--- config.mk ---
export PLATFORM = sky130hd
export DESIGN_NAME = motor_pair_command_line_parser
export DESIGN_NICKNAME = d
export VERILOG_FILES = /design/src/rtl/mpcl_pkg.sv /design/src/rtl/motor_pair_command_line_parser.sv /design/src/rtl/mpcl_ctrl.sv /design/src/rtl/mpcl_dp.sv
export SDC_FILE = /design/constraint.sdc
export NUM_CORES = 1
export LEC_CHECK = 0
export BUFFER_PORTS_ARGS = -buffer_cell sky130_fd_sc_hd__buf_2
export CAP_MARGIN = 0
export CORE_UTILIZATION = 60
export DETAILED_ROUTE_END_ITERATION = 10
export GPL_ROUTABILITY_DRIVEN = 0
export PLACE_DENSITY = 0.8
export SLEW_MARGIN = 10
export SYNTH_ARGS = -nofsm -noshare
export SYNTH_HDL_FRONTEND = slang
export SYNTH_HIERARCHICAL = 1
export SYNTH_SLANG_ARGS = --single-unit
--- constraint.sdc ---
create_clock -name i_clk -period 5.4 [get_ports i_clk]
set_input_delay 0.27 -clock i_clk [delete_from_list [all_inputs] [get_ports i_clk]]
set_output_delay 0.27 -clock i_clk [all_outputs]
set_load 0.03 [all_outputs]
--- src/rtl/mpcl_pkg.sv ---
package mpcl_pkg;

    localparam int LINE_LIMIT = 49;
    localparam int LEN_W      = $clog2(LINE_LIMIT);
    localparam int DUTY_W     = 7;
    localparam logic [DUTY_W-1:0] MAX_DUTY_RST = 7'd100;

    // |v|*255 with |v| <= 128 fits in 15 bits
    localparam int DIVD_W    = 15;
    localparam int DIV_STEPS = DIVD_W;
    localparam int CNT_W     = $clog2(DIV_STEPS);

    localparam logic [7:0] CH_NUL   = 8'h00;
    localparam logic [7:0] CH_TAB   = 8'h09;
    localparam logic [7:0] CH_LF    = 8'h0a;
    localparam logic [7:0] CH_CR    = 8'h0d;
    localparam logic [7:0] CH_SPACE = 8'h20;
    localparam logic [7:0] CH_PLUS  = 8'h2b;
    localparam logic [7:0] CH_COMMA = 8'h2c;
    localparam logic [7:0] CH_MINUS = 8'h2d;
    localparam logic [7:0] CH_ZERO  = 8'h30;
    localparam logic [7:0] CH_NINE  = 8'h39;
    localparam logic [7:0] FULL_CMP = 8'hff;

    typedef enum logic [2:0] {
        PH_WS1,
        PH_SIGN1,
        PH_DIG1,
        PH_WS2,
        PH_SIGN2,
        PH_DIG2,
        PH_DONE,
        PH_FAIL
    } t_phase;

    typedef enum logic [1:0] {
        S_RECV,
        S_DIV,
        S_LOAD
    } t_state;

    typedef struct packed {
        logic accept;
        logic step;
        logic load;
    } t_cmd;

    typedef struct packed {
        logic line_end;
        logic div_last;
        logic out_free;
    } t_stat;

endpackage

--- src/rtl/motor_pair_command_line_parser.sv ---
// Motor pair command line parser. Bytes come in on the slave stream, one word
// per cycle while o_s_tready is high, and are scanned on the fly as two signed
// decimal numbers split by a comma ("%d,%d"); a line ends on CR, LF or its 49th
// byte. Each line gives one master word: tuser is the parse flag, tdata holds
// both 8-bit speeds and the H-bridge compare pair of each motor, all zero on a
// parse error. The line-ending byte starts a two-lane restoring divider for
// |v|*255/max_duty, then the output register is loaded, waiting while the
// output word is held by the sink. The input is not ready during the divide
// and load. max_duty resets to 100 and is written through i_cfg_we / i_cfg_wdata;
// the user must write it only while the block is idle, the block does not enforce this.
module motor_pair_command_line_parser
    import mpcl_pkg::*;
(
    input  logic              i_clk,
    input  logic              i_rst_n,
    input  logic              i_cfg_we,
    input  logic [DUTY_W-1:0] i_cfg_wdata,   // max_duty
    input  logic              i_s_tvalid,
    output logic              o_s_tready,
    input  logic [7:0]        i_s_tdata,     // in_byte
    output logic              o_m_tvalid,
    input  logic              i_m_tready,
    // speed_left, speed_right, left_fwd_compare, left_rev_compare,
    // right_fwd_compare, right_rev_compare
    output logic [47:0]       o_m_tdata,
    output logic              o_m_tuser      // parse_ok
);

    t_cmd  cmd;
    t_stat stat;

    mpcl_ctrl u_ctrl (
        .i_clk      (i_clk),
        .i_rst_n    (i_rst_n),
        .i_s_tvalid (i_s_tvalid),
        .i_stat     (stat),
        .o_s_tready (o_s_tready),
        .o_cmd      (cmd)
    );

    mpcl_dp u_dp (
        .i_clk       (i_clk),
        .i_rst_n     (i_rst_n),
        .i_cfg_we    (i_cfg_we),
        .i_cfg_wdata (i_cfg_wdata),
        .i_byte      (i_s_tdata),
        .i_cmd       (cmd),
        .i_m_tready  (i_m_tready),
        .o_stat      (stat),
        .o_m_tvalid  (o_m_tvalid),
        .o_m_tdata   (o_m_tdata),
        .o_m_tuser   (o_m_tuser)
    );

endmodule

--- src/rtl/mpcl_ctrl.sv ---
module mpcl_ctrl
    import mpcl_pkg::*;
(
    input  logic  i_clk,
    input  logic  i_rst_n,
    input  logic  i_s_tvalid,
    input  t_stat i_stat,
    output logic  o_s_tready,
    output t_cmd  o_cmd
);

    t_state r_state;
    t_state n_state;

    always_ff @(posedge i_clk) begin
        if (!i_rst_n) begin
            r_state <= S_RECV;
        end else begin
            r_state <= n_state;
        end
    end

    always_comb begin
        n_state = r_state;
        case (r_state)
            S_RECV: begin
                if (i_s_tvalid && i_stat.line_end) begin
                    n_state = S_DIV;
                end
            end
            S_DIV: begin
                if (i_stat.div_last) begin
                    n_state = S_LOAD;
                end
            end
            S_LOAD: begin
                if (i_stat.out_free) begin
                    n_state = S_RECV;
                end
            end
            default: n_state = S_RECV;
        endcase
    end

    always_comb begin
        o_s_tready   = 1'b0;
        o_cmd.accept = 1'b0;
        o_cmd.step   = 1'b0;
        o_cmd.load   = 1'b0;
        case (r_state)
            S_RECV: begin
                o_s_tready   = 1'b1;
                o_cmd.accept = i_s_tvalid;
            end
            S_DIV: begin
                o_cmd.step = 1'b1;
            end
            S_LOAD: begin
                o_cmd.load = i_stat.out_free;
            end
            default: begin
                o_s_tready = 1'b0;
            end
        endcase
    end

endmodule

--- src/rtl/mpcl_dp.sv ---
module mpcl_dp
    import mpcl_pkg::*;
(
    input  logic              i_clk,
    input  logic              i_rst_n,
    input  logic              i_cfg_we,
    input  logic [DUTY_W-1:0] i_cfg_wdata,
    input  logic [7:0]        i_byte,
    input  t_cmd              i_cmd,
    input  logic              i_m_tready,
    output t_stat             o_stat,
    output logic              o_m_tvalid,
    output logic [47:0]       o_m_tdata,
    output logic              o_m_tuser
);

    logic [DUTY_W-1:0] r_max_duty;

    t_phase            r_phase;
    t_phase            n_phase;
    logic [LEN_W-1:0]  r_len;
    logic              r_neg1;
    logic              n_neg1;
    logic [7:0]        r_mag1;
    logic [7:0]        n_mag1;
    logic              r_neg2;
    logic              n_neg2;
    logic [7:0]        r_mag2;
    logic [7:0]        n_mag2;

    logic              r_ok;
    logic [7:0]        r_v1;
    logic [7:0]        r_v2;
    logic [DIVD_W-1:0] r_q1;
    logic [DIVD_W-1:0] r_q2;
    logic [DUTY_W-1:0] r_rem1;
    logic [DUTY_W-1:0] r_rem2;
    logic [CNT_W-1:0]  r_cnt;

    logic              r_out_valid;
    logic              r_out_ok;
    logic [47:0]       r_out_data;

    logic              dig;
    logic              spc;
    logic [7:0]        dval;
    logic              ok_now;
    logic [7:0]        v1_now;
    logic [7:0]        v2_now;
    logic [7:0]        abs1;
    logic [7:0]        abs2;
    logic [15:0]       prod1;
    logic [15:0]       prod2;
    logic [DUTY_W:0]   t1;
    logic [DUTY_W:0]   t2;
    logic              ge1;
    logic              ge2;
    logic [DUTY_W:0]   sub1;
    logic [DUTY_W:0]   sub2;
    logic [7:0]        duty1;
    logic [7:0]        duty2;
    logic [7:0]        fwd1;
    logic [7:0]        rev1;
    logic [7:0]        fwd2;
    logic [7:0]        rev2;

    function automatic logic [7:0] acc10(input logic [7:0] mag, input logic [7:0] d);
        acc10 = {mag[4:0], 3'b000} + {mag[6:0], 1'b0} + d;
    endfunction

    function automatic logic [7:0] abs8(input logic [7:0] v);
        abs8 = v[7] ? 8'(-v) : v;
    endfunction

    // scanner
    always_comb begin
        dig    = (i_byte inside {[CH_ZERO:CH_NINE]});
        spc    = (i_byte == CH_SPACE) || (i_byte inside {[CH_TAB:CH_CR]});
        dval   = {4'b0000, i_byte[3:0]};
        n_phase = r_phase;
        n_neg1  = r_neg1;
        n_mag1  = r_mag1;
        n_neg2  = r_neg2;
        n_mag2  = r_mag2;
        if (i_byte == CH_NUL) begin
            n_phase = (r_phase == PH_DIG2 || r_phase == PH_DONE) ? PH_DONE : PH_FAIL;
        end else begin
            case (r_phase)
                PH_WS1: begin
                    if (spc) begin
                        n_phase = PH_WS1;
                    end else if (i_byte == CH_PLUS || i_byte == CH_MINUS) begin
                        n_neg1  = (i_byte == CH_MINUS);
                        n_phase = PH_SIGN1;
                    end else if (dig) begin
                        n_mag1  = dval;
                        n_phase = PH_DIG1;
                    end else begin
                        n_phase = PH_FAIL;
                    end
                end
                PH_SIGN1: begin
                    if (dig) begin
                        n_mag1  = dval;
                        n_phase = PH_DIG1;
                    end else begin
                        n_phase = PH_FAIL;
                    end
                end
                PH_DIG1: begin
                    if (dig) begin
                        n_mag1 = acc10(r_mag1, dval);
                    end else begin
                        n_phase = (i_byte == CH_COMMA) ? PH_WS2 : PH_FAIL;
                    end
                end
                PH_WS2: begin
                    if (spc) begin
                        n_phase = PH_WS2;
                    end else if (i_byte == CH_PLUS || i_byte == CH_MINUS) begin
                        n_neg2  = (i_byte == CH_MINUS);
                        n_phase = PH_SIGN2;
                    end else if (dig) begin
                        n_mag2  = dval;
                        n_phase = PH_DIG2;
                    end else begin
                        n_phase = PH_FAIL;
                    end
                end
                PH_SIGN2: begin
                    if (dig) begin
                        n_mag2  = dval;
                        n_phase = PH_DIG2;
                    end else begin
                        n_phase = PH_FAIL;
                    end
                end
                PH_DIG2: begin
                    if (dig) begin
                        n_mag2 = acc10(r_mag2, dval);
                    end else begin
                        n_phase = PH_DONE;
                    end
                end
                default: n_phase = r_phase;
            endcase
        end
    end

    assign o_stat.line_end = (i_byte == CH_LF) || (i_byte == CH_CR) ||
                             (r_len == LEN_W'(LINE_LIMIT - 1));

    assign ok_now = (n_phase == PH_DIG2) || (n_phase == PH_DONE);
    assign v1_now = n_neg1 ? 8'(-n_mag1) : n_mag1;
    assign v2_now = n_neg2 ? 8'(-n_mag2) : n_mag2;
    assign abs1   = abs8(v1_now);
    assign abs2   = abs8(v2_now);
    // |v|*255 as a shift and subtract
    assign prod1  = {abs1, 8'h00} - {8'h00, abs1};
    assign prod2  = {abs2, 8'h00} - {8'h00, abs2};

    // restoring divider, one quotient bit per lane per cycle
    assign t1   = {r_rem1, r_q1[DIVD_W-1]};
    assign t2   = {r_rem2, r_q2[DIVD_W-1]};
    assign ge1  = (t1 >= {1'b0, r_max_duty});
    assign ge2  = (t2 >= {1'b0, r_max_duty});
    assign sub1 = t1 - {1'b0, r_max_duty};
    assign sub2 = t2 - {1'b0, r_max_duty};

    assign o_stat.div_last = (r_cnt == CNT_W'(DIV_STEPS - 1));
    assign o_stat.out_free = !r_out_valid || i_m_tready;

    always_ff @(posedge i_clk) begin
        if (!i_rst_n) begin
            r_max_duty <= MAX_DUTY_RST;
        end else if (i_cfg_we) begin
            r_max_duty <= i_cfg_wdata;
        end
    end

    always_ff @(posedge i_clk) begin
        if (!i_rst_n) begin
            r_phase <= PH_WS1;
            r_len   <= '0;
            r_neg1  <= 1'b0;
            r_mag1  <= '0;
            r_neg2  <= 1'b0;
            r_mag2  <= '0;
        end else if (i_cmd.accept) begin
            if (o_stat.line_end) begin
                r_phase <= PH_WS1;
                r_len   <= '0;
                r_neg1  <= 1'b0;
                r_mag1  <= '0;
                r_neg2  <= 1'b0;
                r_mag2  <= '0;
            end else begin
                r_phase <= n_phase;
                r_len   <= r_len + LEN_W'(1);
                r_neg1  <= n_neg1;
                r_mag1  <= n_mag1;
                r_neg2  <= n_neg2;
                r_mag2  <= n_mag2;
            end
        end
    end

    always_ff @(posedge i_clk) begin
        if (!i_rst_n) begin
            r_cnt <= '0;
        end else if (i_cmd.accept && o_stat.line_end) begin
            r_cnt <= '0;
        end else if (i_cmd.step) begin
            r_cnt <= r_cnt + CNT_W'(1);
        end
    end

    always_ff @(posedge i_clk) begin
        if (i_cmd.accept && o_stat.line_end) begin
            r_ok   <= ok_now;
            r_v1   <= v1_now;
            r_v2   <= v2_now;
            r_q1   <= prod1[DIVD_W-1:0];
            r_q2   <= prod2[DIVD_W-1:0];
            r_rem1 <= '0;
            r_rem2 <= '0;
        end else if (i_cmd.step) begin
            r_rem1 <= ge1 ? sub1[DUTY_W-1:0] : t1[DUTY_W-1:0];
            r_rem2 <= ge2 ? sub2[DUTY_W-1:0] : t2[DUTY_W-1:0];
            r_q1   <= {r_q1[DIVD_W-2:0], ge1};
            r_q2   <= {r_q2[DIVD_W-2:0], ge2};
        end
    end

    // compare pair of each motor
    always_comb begin
        duty1 = (r_max_duty == '0) ? FULL_CMP : r_q1[7:0];
        duty2 = (r_max_duty == '0) ? FULL_CMP : r_q2[7:0];
        fwd1  = r_v1[7] ? FULL_CMP : FULL_CMP - duty1;
        rev1  = r_v1[7] ? FULL_CMP - duty1 : FULL_CMP;
        fwd2  = r_v2[7] ? FULL_CMP : FULL_CMP - duty2;
        rev2  = r_v2[7] ? FULL_CMP - duty2 : FULL_CMP;
    end

    always_ff @(posedge i_clk) begin
        if (!i_rst_n) begin
            r_out_valid <= 1'b0;
        end else if (i_cmd.load) begin
            r_out_valid <= 1'b1;
        end else if (i_m_tready) begin
            r_out_valid <= 1'b0;
        end
    end

    always_ff @(posedge i_clk) begin
        if (i_cmd.load) begin
            r_out_ok   <= r_ok;
            r_out_data <= r_ok ? {rev2, fwd2, rev1, fwd1, r_v2, r_v1} : 48'h0;
        end
    end

    assign o_m_tvalid = r_out_valid;
    assign o_m_tdata  = r_out_data;
    assign o_m_tuser  = r_out_ok;

endmodule

==> flow_metrics.tcl, run 1 <==
set metrics [dict create \
    crit_family "compound AO/OA/AOI/OAI gates" \
    nNetsFinal 1092 \
    dp.final_hpwl_mm 14.35 \
    grt_usage_pct 26.04 \
    p_leak_nw 4.255 \
    drv_slew 0 \
    clockBufferDepth 2 \
    area_growth_pct 11.92 \
    drt_pass1_iterations 5 \
    die-area_sq_um 16470 \
    htreeDepth 4 \
    yosys_most_used_dff "edfxtp_1" \
    cts_buffers 17 \
    layout-drive-gt1-share_pct 17.95 \
    crit_top_cell "a21o_1" \
    grt-ovfl-total 0 \
    antenna_cells 0 \
    post_cts_buffers 0 \
    wl_per_cell_um 16.35 \
    grt_max_degree 50 \
    synth_common_cells "edfxtp_1, o21ai_0, nand2_1" \
    rsz0062_at_grt "no" \
    r2r.worst_path.cells 16 \
    cts_tree "yes" \
    hold_buffers 0 \
    drc 0 \
    synth-async-reset-ratio_pct 0 \
    holdPathEnd "u_dp/r_max_duty[6]" \
    met3_usage_pct 4.158 \
    die_h_um 128.3 \
    layout_setup_ws_ps 754.8 \
    cp_slowest_cell "o41a_4" \
    post_cts_resized 0 \
    r2r_end "u_dp/r_q1[8]" \
    routed_wirelength_mm 20.38 \
    drv_cap 0 \
    vias_per_cell 6.058 \
    grt_pass1_vias 6909 \
    use_met2_pct 41.43 \
    dpl_worst_slack_ps 517.8 \
    synth_top_area_share_pct 30.10 \
    required_ps 5570 \
    seq_area_frac_synth_pct 41.60 \
    setup_tns_ps 0 \
    synth_nets 1031 \
    path_class "flip-flop to flip-flop" \
    vias 7554 \
    peakVddDrop_uv 226.8 \
    n_fill_cell 1128 \
    min_path_type "primary input to flip-flop" \
    min_path_cells 3 \
    power.share.sequential_pct 44.3 \
    r2r_start "u_dp/r_mag1[2]" \
    synth_area_leader_cell "edfxtp_1" \
    io_pins 71 \
    die_w_um 128.3 \
    grt_pass1_wl_mm 34.07 \
    path_depth 16 \
    synth_area_leaders "edfxtp_1, dfxtp_1, ha_1, o21ai_0, xnor2_1" \
    initial_core_util_pct 62.30 \
    internal_power_mw 2.130 \
    top_usage_layer "met2" \
    rows 45 \
    drtAntennaViolNets 0 \
    setup_viol 0 \
    antenna_found_initial 0 \
    p_sw_uw 794.4 \
    grt_use_met1_pct 36.08 \
    fin_skew_ps 13.27 \
    timing.fmax_mhz 215.3 \
    portBuffers 70 \
    worstSkewPairLatency_ps 430 \
    root_buffer "clkbuf_16" \
    fin_crit_ps 4645 \
    cp_slowest_stage_delay_ps 530 \
    cp-start-kind "flip-flop" \
    crit_arrival_ps 4820 \
    slew-limit-headroom_pct 23.47 \
    synth_area_sq_um 9577 \
    worst_slew_pin_slew_ps 1147 \
    path_cells "inv_1, fa_1, inv_1, ha_1, a21o_1, a21oi_1, xnor2_1, a32oi_2, inv_2, o41a_4, xnor2_4, inv_2, a21o_1, a21o_1, or4_1, a31o_1" \
    status "finished clean" \
    power.share.clock_pct 40.6 \
    yosysMostFrequentCell "edfxtp_1" \
    switching_share_pct 27.17 \
    synth_cells 963 \
    hold_viol 0 \
    worst-path-buf-inv 4 \
    ys_warn_count 6 \
    clkSinkCount 151 \
    synth-seq-cells 151 \
    post-route-period-util_pct 86.02 \
    first_iter_violations 596 \
    synth_edf_count 96 \
    timing.reg2reg.setup_slack_ps 750 \
    synth_cell_types 112 \
    core-area_sq_um 15370 \
    min_from "i_cfg_wdata[6]" \
    combPwrFrac_pct 15.0 \
    clk_pin_slew_ps 70 \
    critPathMaxFanout 14 \
    powerDensity_nw_per_um2 272.8 \
    endpoint_kind "flip-flop" \
    syn_avg_cell_area_sq_um 9.945 \
]
==> tightest hold or removal path, cell delays in order <==
cell	delay [ps]
buf_2	70
nand2_1	40
o211ai_1	60
==> worst max path at each step <==
stage / startpoint / endpoint
floorplan: i_s_tdata[3] / u_dp/r_q1[8]
global placement: i_s_tdata[3] / u_dp/r_q1[8]
detailed placement: i_s_tdata[3] / u_dp/r_q1[8]
CTS: u_dp/r_mag1[2] / u_dp/r_q1[8]
global route: u_dp/r_mag1[2] / u_dp/r_q1[8]
finish: u_dp/r_mag1[2] / u_dp/r_q1[8]
==> routing by layer <==
metal	up-vias	wire, um	share of wire (%)
met5	-	0	0
met4	0	309	1.5
met3	27	1162	5.7
met2	276	9496	47
met1	3556	9416	46
li1	3695	-	-
==> cell type report <==
class / instances / area [sq um] / area share, %
timing repair buffer: 86 / 470.5 / 4.389
multi-input combinational: 708 / 5179 / 48.32
clock buffer: 17 / 425.4 / 3.969
sequential: 151 / 3984 / 37.17
clock inverter: 14 / 165.2 / 1.541
tap: 211 / 264.0 / 2.463
inverter: 60 / 230.2 / 2.148
==> metrics by stage <==
step                      power [mW]  area [sq um]  util (%)  hold slack, ps  cells
after floorplan                1.662          9577         -           399.4    963
after global placement         1.737         10130     65.89           467.1   1216
after detailed placement       1.748         10130     65.89           472.8   1216
after CTS                      2.936         10720     69.73           47.59   1247
after global routing           3.052         10720     69.73           64.65   1247
final                          2.924         10720     69.73           58.47   1247
==> placed cells by master, fill, tap and decap left out, types with 7 or more instances in the layout <==
cell	n
buf_4	16
nand4_1	13
o211ai_1	7
edfxtp_1	96
nand2_1	69
a21o_1	15
nand3b_1	7
o21ai_0	72
nor2b_1	13
a21oi_1	45
o31ai_1	9
clkbuf_16	17
nand2b_1	14
inv_1	55
a31oi_1	12
xnor2_1	37
buf_2	70
a211oi_1	11
nor3_1	15
and2_1	41
ha_1	42
mux2i_1	15
nand3_1	14
nor2_1	67
dfxtp_1	55
o22ai_1	23
xor2_1	14
==> flip-flops by register name, summed over array words and instances, names as in the netlist <==
| name | cells |
|---|---|
| u_dp/r_q2 | 15 |
| u_dp/r_neg2 | 1 |
| u_dp/r_mag2 | 8 |
| u_dp/o_m_tdata | 48 |
| u_dp/o_m_tuser | 1 |
| u_dp/r_mag1 | 8 |
| u_dp/o_m_tvalid | 1 |
| u_dp/r_cnt | 4 |
| u_ctrl/r_state | 2 |
| u_dp/r_rem2 | 7 |
| u_dp/r_v1 | 8 |
| u_dp/r_rem1 | 7 |
| u_dp/r_neg1 | 1 |
| u_dp/r_q1 | 15 |
| u_dp/r_phase | 3 |
| u_dp/r_len | 6 |
| u_dp/r_v2 | 8 |
| u_dp/r_max_duty | 7 |
| u_dp/r_ok | 1 |
==> logic make-up after synthesis <==
family	count (synthesis)	synth area share, %
AND/OR/NAND/NOR	305	17.89
multiplexers	21	2.299
AO/OA/AOI/OAI	277	21.06
XOR/XNOR	57	5.932
buffers and inverters	104	4.481
flip-flops	151	41.60
adder cells (fa/ha/maj)	48	6.742
==> power groups by stage <==
stage	Sequential, mW	Clock [mW]	Combinational, mW
5_1_grt	1.30	1.25	0.499
2_1_floorplan	1.30	0	0.358
3_5_place_dp	1.32	0	0.430
3_3_place_gp	1.32	0	0.419
6_report	1.30	1.19	0.440
4_1_cts	1.29	1.20	0.436
Power figures use the tool's default switching activity.
==> run 2, diff against run 1 <==
Settings changed: CORE_MARGIN set to 3.
==> run 2 against run 1 <==
Against the previous run:
- combinational power is 1% higher
- non-clock buffer count down 3
- first-iteration DRC count rose by 2.2%
- clock power is 5% lower
- clock-buffer cell count rose by 1
- largest power group unchanged
==> flow_metrics.tcl, run 2 (synthesized netlist as in run 1, its figures left out) <==
set metrics [dict create \
    n_fill_cell 1178 \
    grt-ovfl-total 0 \
    portBuffers 70 \
    worst-path-buf-inv 1 \
    first_iter_violations 609 \
    drc 0 \
    wl_per_cell_um 16.06 \
    fin_skew_ps 13.97 \
    rsz0062_at_grt "no" \
    cts_tree "yes" \
    rows 45 \
    clockBufferDepth 2 \
    area_growth_pct 11.42 \
    cp-start-kind "flip-flop" \
    min_path_type "primary input to flip-flop" \
    post-route-period-util_pct 87.54 \
    nNetsFinal 1089 \
    die_h_um 132.3 \
    drtAntennaViolNets 0 \
    crit_family "simple AND/OR/NAND/NOR gates" \
    cp_slowest_stage_delay_ps 690 \
    peakVddDrop_uv 235.9 \
    antenna_found_initial 0 \
    grt_max_degree 50 \
    layout_common_cells "edfxtp_1, o21ai_0, buf_2" \
    timing.fmax_mhz 211.5 \
    htreeDepth 4 \
    critPathMaxFanout 13 \
    crit_arrival_ps 5000 \
    slew-limit-headroom_pct 24.50 \
    layout_setup_ws_ps 672.7 \
    vias 7450 \
    dpl_worst_slack_ps 525.1 \
    cp_slowest_cell "mux2i_1" \
    dpl-instance-area_sq_um 10100 \
    root_buffer "clkbuf_16" \
    post_cts_buffers 0 \
    routed_wirelength_mm 20.00 \
    setup_tns_ps 0 \
    worstSkewPairLatency_ps 430 \
    path_class "flip-flop to flip-flop" \
    grt_pass1_vias 6750 \
    layout-drive-gt1-share_pct 17.70 \
    cts_buffers 17 \
    powerDensity_nw_per_um2 268.5 \
    required_ps 5670 \
    drv_slew 0 \
    clk_pin_slew_ps 70 \
    timing.reg2reg.setup_slack_ps 670 \
    drv_cap 0 \
    grt_usage_pct 22.84 \
    clkSinkCount 151 \
    fin_crit_ps 4727 \
    regArea_sq_um 3984 \
    multi_input_area_sq_um 5179 \
    p_leak_nw 4.231 \
    hold_viol 0 \
    antenna_cells 0 \
    post_cts_resized 0 \
    endpoint_kind "flip-flop" \
    dp.final_hpwl_mm 14.03 \
    worst_slew_pin_slew_ps 1131 \
    io_pins 71 \
    setup_viol 0 \
    die_w_um 132.3 \
    status "finished clean" \
    largest_reg_flops 48 \
    die-area_sq_um 17510 \
    core-area_sq_um 15430 \
    vias_per_cell 5.984 \
    fin_area_sq_um 10670 \
    grt_pass1_wl_mm 32.89 \
    hold_buffers 0 \
    path_cells "nand2b_1, a211oi_2, mux2i_1, ha_1, nand2_1, o21ai_0, inv_1, ha_1, o2111ai_1, nand2_1, o211ai_4, a21oi_2, nand2_2, or4_1, a31oi_1" \
    drt_pass1_iterations 5 \
    total_power_mw 2.865 \
    initial_core_util_pct 62.08 \
    layout_commonest_cell "edfxtp_1" \
]
run 2: cell type report:
class	instances	share of cell area [%]
multi-input combinational	708	48.53
sequential	151	37.34
timing repair buffer	83	4.198
clock buffer	18	4.022
tap	211	2.474
inverter	60	2.158
clock inverter	14	1.278
run 2: path summary, 6_finish.rpt:
path | startpoint | end | cells past startpoint
setup reg to reg | u_dp/r_phase[2] | u_dp/r_q2[13] | 15
setup / recovery | u_dp/r_phase[2] | u_dp/r_q2[13] | 15
hold / removal | i_cfg_wdata[6] | u_dp/r_max_duty[6] | 3
hold reg to reg | u_dp/r_rem1[6] | u_dp/r_rem1[6] | 1
run 2: where the power goes:
| group | switching, mW | internal [mW] |
|---|---|---|
| Combinational | 0.262 | 0.182 |
| Clock | 0.516 | 0.610 |
| Sequential | 0.0376 | 1.26 |
| Total | 0.816 | 2.05 |
run 2: stage by stage:
stage          utilization (%)  cells  hold WS (ps)
2_1_floorplan                -    963         399.4
4_1_cts                  69.16   1245         53.05
5_1_grt                  69.16   1245         64.06
6_report                 69.16   1245         65.55
3_5_place_dp             65.50   1213         465.0
3_3_place_gp             65.50   1213         466.0
run 2: layer usage:
metal	vias to the layer above	part of all wire [%]	wire, um	track usage [%]
li1	3688	-	-	-
met1	3493	47	9332	31.94
met2	250	46	9128	35.76
met3	19	6.4	1271	4.809
met4	0	1.3	268	7.390
met5	-	0	0	0
run 2: tightest hold or removal path, stage by stage:
cell and delay [ps]:
buf_2 80, nand2_1 50, o211ai_1 60
